--- src/rtl/bts_pkg.sv ---
`timescale 1ns / 1ps
`default_nettype none
// ----------------------------------------------------------------------------
// bts_pkg
// Shared types, sizes and helper functions of the bilinear thumbnail scaler.
// ----------------------------------------------------------------------------
package bts_pkg;

    parameter int MAX_SRC_WIDTH  = 256;
    parameter int MAX_SRC_HEIGHT = 256;

    parameter int X_W     = $clog2(MAX_SRC_WIDTH);
    parameter int Y_W     = $clog2(MAX_SRC_HEIGHT);
    parameter int COORD_W = (X_W > Y_W) ? X_W : Y_W;
    parameter int DEPTH   = MAX_SRC_WIDTH * MAX_SRC_HEIGHT;
    parameter int ADDR_W  = $clog2(DEPTH);

    parameter int CH_W    = 8;
    parameter int PIX_W   = 3 * CH_W;
    parameter int CFG_W   = 9;
    parameter int SCALE_W = 16;
    parameter int ODD_W   = CH_W + 1;
    parameter int PROD_W  = ODD_W + SCALE_W;
    parameter int FRAC_W  = 8;
    parameter int POS_SH  = 13;
    parameter int IDX_W   = PROD_W - POS_SH;
    parameter int HALF_PIX = 4096;
    parameter int WT_W    = FRAC_W + 1;
    parameter int TOP_W   = CH_W + WT_W;
    parameter int SUM_W   = TOP_W + WT_W;

    parameter int FIFO_DEPTH = 4;
    parameter int FIFO_AW    = $clog2(FIFO_DEPTH);
    parameter int CREDIT_W   = $clog2(FIFO_DEPTH + 1);

    parameter int IDX_REG_W = 2;
    parameter logic [IDX_REG_W-1:0] CFG_SRC_WIDTH  = 2'd0;
    parameter logic [IDX_REG_W-1:0] CFG_SRC_HEIGHT = 2'd1;
    parameter logic [IDX_REG_W-1:0] CFG_INV_SCALE  = 2'd2;

    parameter logic MODE_WRITE   = 1'b0;
    parameter logic MODE_REQUEST = 1'b1;

    // one read slot per neighbour of the 2x2 footprint
    typedef enum logic [3:0] {
        PH_Q00 = 4'b0001,
        PH_Q10 = 4'b0010,
        PH_Q01 = 4'b0100,
        PH_Q11 = 4'b1000
    } phase_t;

    typedef struct packed {
        logic [COORD_W-1:0] i0;
        logic [COORD_W-1:0] i1;
        logic [FRAC_W-1:0]  frac;
    } axis_t;

    typedef struct packed {
        logic              valid;
        phase_t            phase;
        logic [FRAC_W-1:0] fx;
        logic [FRAC_W-1:0] fy;
        logic [CH_W-1:0]   col;
        logic [CH_W-1:0]   row;
    } rd_meta_t;

    typedef struct packed {
        logic [CH_W-1:0] col;
        logic [CH_W-1:0] row;
        logic [CH_W-1:0] red;
        logic [CH_W-1:0] green;
        logic [CH_W-1:0] blue;
    } result_t;

    typedef struct packed {
        logic    valid;
        result_t data;
    } blend_out_t;

    // largest usable index along one axis for a programmed size
    function automatic logic [COORD_W-1:0] size_lim(input logic [CFG_W-1:0] size, input int maxv);
        logic [COORD_W-1:0] lim;
        if (size == '0)
        begin
            lim = '0;
        end
        else if (int'(size) > maxv)
        begin
            lim = COORD_W'(maxv - 1);
        end
        else
        begin
            lim = COORD_W'(size - 1'b1);
        end
        return lim;
    endfunction

    // source position from the scaled pixel centre, clamped at both edges
    function automatic axis_t axis_map(input logic [PROD_W-1:0] prod,
                                       input logic [COORD_W-1:0] lim);
        logic [PROD_W-1:0] pos;
        logic [IDX_W-1:0]  a;
        axis_t             r;
        if (prod > PROD_W'(HALF_PIX))
        begin
            pos = prod - PROD_W'(HALF_PIX);
        end
        else
        begin
            pos = '0;
        end
        a = pos[PROD_W-1:POS_SH];
        if (int'(a) > int'(lim))
        begin
            r.i0 = lim;
        end
        else
        begin
            r.i0 = COORD_W'(a);
        end
        if (r.i0 >= lim)
        begin
            r.i1 = lim;
        end
        else
        begin
            r.i1 = r.i0 + 1'b1;
        end
        r.frac = pos[POS_SH-1 -: FRAC_W];
        return r;
    endfunction

endpackage
`default_nettype wire

--- src/rtl/bts_blend.sv ---
`timescale 1ns / 1ps
`default_nettype none
// ----------------------------------------------------------------------------
// bts_blend
// Gathers the four neighbours of a request and blends each channel
// bilinearly in two multiply stages.
// ----------------------------------------------------------------------------
module bts_blend
    import bts_pkg::*;
(
    input  wire logic             clk,
    input  wire logic             rst_n,
    input  wire rd_meta_t         rd,
    input  wire logic [PIX_W-1:0] rdata,
    output blend_out_t            res
);

    logic [PIX_W-1:0]  p00_reg;
    logic [PIX_W-1:0]  p10_reg;
    logic [PIX_W-1:0]  p01_reg;

    logic              b1_valid_reg;
    logic              b1_valid_next;
    logic [TOP_W-1:0]  b1_top_reg  [3];
    logic [TOP_W-1:0]  b1_bot_reg  [3];
    logic [TOP_W-1:0]  b1_top_next [3];
    logic [TOP_W-1:0]  b1_bot_next [3];
    logic [FRAC_W-1:0] b1_fy_reg;
    logic [CH_W-1:0]   b1_col_reg;
    logic [CH_W-1:0]   b1_row_reg;

    logic [CH_W-1:0]   chan_out [3];

    always_ff @(posedge clk)
    begin
        if (rd.valid)
        begin
            case (rd.phase)
                PH_Q00:  p00_reg <= rdata;
                PH_Q10:  p10_reg <= rdata;
                PH_Q01:  p01_reg <= rdata;
                default: ;
            endcase
        end
    end

    assign b1_valid_next = rd.valid && (rd.phase == PH_Q11);

    // horizontal blend of both rows, last neighbour straight from the read port
    always_comb
    begin
        logic [TOP_W-1:0] wx1;
        logic [TOP_W-1:0] wx0;
        wx1 = TOP_W'(rd.fx);
        wx0 = TOP_W'(1 << FRAC_W) - wx1;
        for (int ch = 0; ch < 3; ch++)
        begin
            b1_top_next[ch] = TOP_W'(p00_reg[CH_W*ch +: CH_W]) * wx0
                            + TOP_W'(p10_reg[CH_W*ch +: CH_W]) * wx1;
            b1_bot_next[ch] = TOP_W'(p01_reg[CH_W*ch +: CH_W]) * wx0
                            + TOP_W'(rdata[CH_W*ch +: CH_W]) * wx1;
        end
    end

    always_ff @(posedge clk or negedge rst_n)
    begin
        if (!rst_n)
        begin
            b1_valid_reg <= 1'b0;
        end
        else
        begin
            b1_valid_reg <= b1_valid_next;
        end
    end

    always_ff @(posedge clk)
    begin
        if (b1_valid_next)
        begin
            for (int ch = 0; ch < 3; ch++)
            begin
                b1_top_reg[ch] <= b1_top_next[ch];
                b1_bot_reg[ch] <= b1_bot_next[ch];
            end
            b1_fy_reg  <= rd.fy;
            b1_col_reg <= rd.col;
            b1_row_reg <= rd.row;
        end
    end

    // vertical blend, truncate the q16 sum and saturate
    always_comb
    begin
        logic [SUM_W-1:0]        wy1;
        logic [SUM_W-1:0]        wy0;
        logic [SUM_W-1:0]        sum;
        logic [SUM_W-17:0]       q;
        wy1 = SUM_W'(b1_fy_reg);
        wy0 = SUM_W'(1 << FRAC_W) - wy1;
        sum = '0;
        q   = '0;
        for (int ch = 0; ch < 3; ch++)
        begin
            sum = SUM_W'(b1_top_reg[ch]) * wy0 + SUM_W'(b1_bot_reg[ch]) * wy1;
            q   = sum[SUM_W-1:16];
            if (q > (SUM_W-16)'(255))
            begin
                chan_out[ch] = 8'hff;
            end
            else
            begin
                chan_out[ch] = q[CH_W-1:0];
            end
        end
    end

    assign res.valid      = b1_valid_reg;
    assign res.data.col   = b1_col_reg;
    assign res.data.row   = b1_row_reg;
    assign res.data.red   = chan_out[2];
    assign res.data.green = chan_out[1];
    assign res.data.blue  = chan_out[0];

endmodule
`default_nettype wire

--- config.mk ---
export PLATFORM = sky130hd
export DESIGN_NAME = bts_blend
export DESIGN_NICKNAME = d
export VERILOG_FILES = /design/src/rtl/bts_pkg.sv /design/src/rtl/bts_blend.sv
export SDC_FILE = /design/constraint.sdc
export NUM_CORES = 2
export LEC_CHECK = 0
export BUFFER_PORTS_ARGS = -buffer_cell sky130_fd_sc_hd__buf_2
export CORE_AREA = 2 2 372 374
export DETAILED_ROUTE_END_ITERATION = 10
export DIE_AREA = 0 0 374 376
export GPL_ROUTABILITY_DRIVEN = 0
export PLACE_DENSITY = 0.59
export SLEW_MARGIN = 20
export SYNTH_ARGS = -nofsm -noshare
export SYNTH_HDL_FRONTEND = slang
export SYNTH_SLANG_ARGS = --single-unit
--- constraint.sdc ---
create_clock -name clk -period 9.15 [get_ports clk]
set_clock_uncertainty 0.2 [all_clocks]
set_input_delay 0.915 -clock clk [delete_from_list [all_inputs] [get_ports clk]]
set_output_delay 0.915 -clock clk [all_outputs]
set_load 0.005 [all_outputs]
==> results_dict.tcl <==
set metrics [dict create \
    status "completed" \
    core_mm2 0.137 \
    endpoint_kind "output port" \
    maxSlewViolCount 0 \
    r2r-end "b1_top_reg[0][16]" \
    io-pin-count 104 \
    synthAdderAreaFrac 0.581 \
    fmax_mhz 113 \
    wirelength_mm 148 \
    synth_simple_gate_area_frac 0.161 \
    synth_seq_cells 199 \
    grt_max_degree 74 \
    min_path_type "in -> reg" \
    met1_usage 0.325 \
    routed_via_density 5.00 \
    top_usage_layer "met2" \
    worstRegToRegCells 19 \
    num_rows 136 \
    first_pass_iters 5 \
    syn_nets 8457 \
    synth.distinct_cells 58 \
    cp_slowest_cell "fa_1" \
    syn_area_mm2 0.0611 \
    min_from "rd[6]" \
    synth_edf_count 198 \
    antenna_left 0 \
    setup_tns_ps 0 \
    h-tree-depth 4 \
    finalCriticalPeriod_ps 8870 \
    rrSetupSlack_ps 2610 \
    routedWlPerCell_um 18.1 \
    finalHoldViolations 0 \
    grt_pass1_vias 44200 \
    grt_pass1_wl_mm 243 \
    die_h_um 376 \
    cts_made_buffers 17 \
    cp_data_arrival_time_ps 7750 \
    max_slew_margin 0.371 \
    diodes 0 \
    met2_usage 0.354 \
    worstSkewPairLatency_ps 530 \
    reg2reg_from "p10_reg[3]" \
    die_area_mm2 0.141 \
    cts_tree "done" \
    grtUsageMet3 0.0292 \
    worstMarginPinSlew_ps 944 \
    clk_path_buf_depth 2 \
    ys_warn_count 0 \
    fin_crit_sh 0.969 \
    cts-root-buf "clkbuf_16" \
    fin_ws_ps 280 \
    crit_fanout 17 \
    fp.dieW_um 374 \
    place_hpwl_mm 119 \
    whs_endpoint "b1_row_reg[6]" \
    final_nets 8446 \
    worstSetupStartpointType "flip-flop" \
    critPathRequiredTime_ps 8040 \
    drt_iter0_drc 2333 \
    drive_above_1_share 0.0442 \
    holdWs_ps 362 \
    track_usage 0.221 \
    critPathMaxStageDelay_ps 530 \
    synthMuxAreaShare 0.000184 \
    netlist_instances 6355 \
    synth-seq-area-share 0.0977 \
    synth_xor_area_frac 0.0216 \
    yosys_most_used_dff "edfxtp_1" \
    drv_cap 0 \
    num_vias 40700 \
    syn_to_final_growth_pct 6.05 \
    initial_core_util 0.447 \
    synth_top_family_by_area "adder cells" \
    crit_path_frequent_cell "fa_1" \
    async_reset_ff_frac 0.00503 \
    dp_slack_ps 416 \
    antenna_found_initial 4 \
    overflow 0 \
    fill_cells 12900 \
    worst-setup-path-type "reg -> out" \
    drc_errors 0 \
    portBuffers 103 \
    stdcell_count 8151 \
    synth_area_per_cell_um2 9.61 \
    clkTransAtPathRegs_ps 90 \
    setup_viol 0 \
    cts.sinks 199 \
    synth_compound_area_frac 0.0238 \
    dp_cells 8098 \
    min_path_cells 1 \
]
## cell usage after synthesis (all sizes together), types with 3 or more instances
master  count  area share
buf        37      0.0024
nand3      20      0.0016
nor4        5     0.00051
nand2     752       0.046
o31ai       7     0.00086
or3        17      0.0018
nor3       25      0.0020
nor4b       4     0.00057
xor2       34      0.0049
or2        10      0.0010
edfxtp    198       0.097
o211ai      3     0.00037
fa       1329        0.44
o21ai      21      0.0018
a211oi     22      0.0028
a31o        9      0.0013
and3       12      0.0012
nand4       7     0.00072
ha        710        0.15
a21oi      67      0.0055
o21bai     18      0.0022
nor2b       3     0.00031
inv      1649        0.10
clkbuf    182       0.011
a311oi      4     0.00086
nor2       25      0.0015
nand2b     22      0.0023
and2      981        0.10
a31oi       8     0.00082
a21o       31      0.0038
xnor2     114       0.016
o21a        3     0.00037
## cells by family (layout without fill, tap and decap cells)
family,count (synthesis),in the layout
xor+xnor,149,150
flops,199,199
compound gates,213,213
mux,1,1
buf+inv,1868,1869
fa+ha+maj,2039,2039
simple gates,1886,1886
## metal layers
layer | wire length (µm) | vias up | part of all wire
met5 | 13 | - | 0.000088
met4 | 1730 | 2 | 0.012
met3 | 7800 | 90 | 0.053
met2 | 67500 | 928 | 0.46
met1 | 70500 | 21200 | 0.48
li1 | - | 18500 | -
## cells in the final DEF (no fill, tap or decap), types with 5 or more instances in the layout
| master | netlist | routed |
|---|---|---|
| nand2b_1 | 22 | 22 |
| a211oi_1 | 21 | 20 |
| nand2_1 | 752 | 751 |
| edfxtp_1 | 198 | 198 |
| o31ai_1 | 7 | 7 |
| inv_8 | 0 | 8 |
| xnor2_2 | 0 | 5 |
| clkbuf_16 | 0 | 20 |
| fa_1 | 1329 | 1328 |
| or2_2 | 10 | 10 |
| a21oi_1 | 67 | 67 |
| buf_4 | 1 | 69 |
| xor2_4 | 0 | 5 |
| nor2_1 | 25 | 23 |
| or3_1 | 16 | 15 |
| nor3_1 | 25 | 21 |
| and2_1 | 980 | 980 |
| inv_1 | 1649 | 1646 |
| a31oi_1 | 8 | 8 |
| o21ai_0 | 19 | 17 |
| buf_12 | 0 | 11 |
| and3_1 | 12 | 12 |
| a31o_2 | 9 | 9 |
| a21o_1 | 31 | 31 |
| ha_1 | 710 | 708 |
| nand3_1 | 20 | 20 |
| xor2_1 | 34 | 29 |
| nand4_1 | 7 | 7 |
| o21bai_1 | 18 | 18 |
| buf_2 | 1 | 102 |
| xnor2_1 | 114 | 107 |
## worst max-delay path, delay by kind of cell, from the launching register on
| family | cells | cell delay, ps |
|---|---|---|
| AOI/OAI and AO/OA | 6 | 1120 |
| xor gates and xnor gates | 1 | 170 |
| adders and majority gates | 8 | 3470 |
| buffers and inverters | 9 | 920 |
| DFF | 1 | 440 |
| muxes | 1 | 340 |
| and+or+nand+nor | 4 | 760 |
## how the worst max path moves through the flow
| stage | to | from | slack [ps] | cells after the start |
|---|---|---|---|---|
| after floorplan | b1_valid_reg | rd[34] | 180 | 2 |
| after global placement | res[6] | b1_fy_reg[0] | 590 | 26 |
| after detailed placement | res[23] | b1_fy_reg[0] | 420 | 27 |
| after CTS | res[23] | b1_fy_reg[0] | 10 | 27 |
| after global routing | res[4] | b1_fy_reg[0] | -30 | 28 |
| final | res[9] | b1_fy_reg[0] | 280 | 29 |
## layout make-up
cell class	count	area [µm²]	share of cell area
Clock buffer	18	429	0.00663
Clock inverter	14	154	0.00238
Inverter	1649	6190	0.0956
Multi-Input combinational cell	4289	48400	0.748
Sequential cell	199	5970	0.0922
Tap cell	1794	2240	0.0347
Timing Repair Buffer	188	1360	0.0209
## stage by stage
stage | instance area [µm²] | util
6_report | 64800 | 0.474
5_1_grt | 64800 | 0.474
4_1_cts | 64400 | 0.472
3_5_place_dp | 63800 | 0.467
3_3_place_gp | 63800 | 0.467
2_1_floorplan | 61100 | -
## timing repair
item / 4_1_cts / 5_1_grt
gates cloned: 1 / 3
pin swaps: 1 / 13
hold buffers: 1 / 0
buffers inserted: 0 / 16
endpoints found under the hold margin: 1 / 0
setup endpoints to repair: 16 / 24
resized for setup: 5 / 25
Power is left out: the tool's default activity adds up to more than one toggle a clock period on the data nets, which glitch-free logic cannot reach.
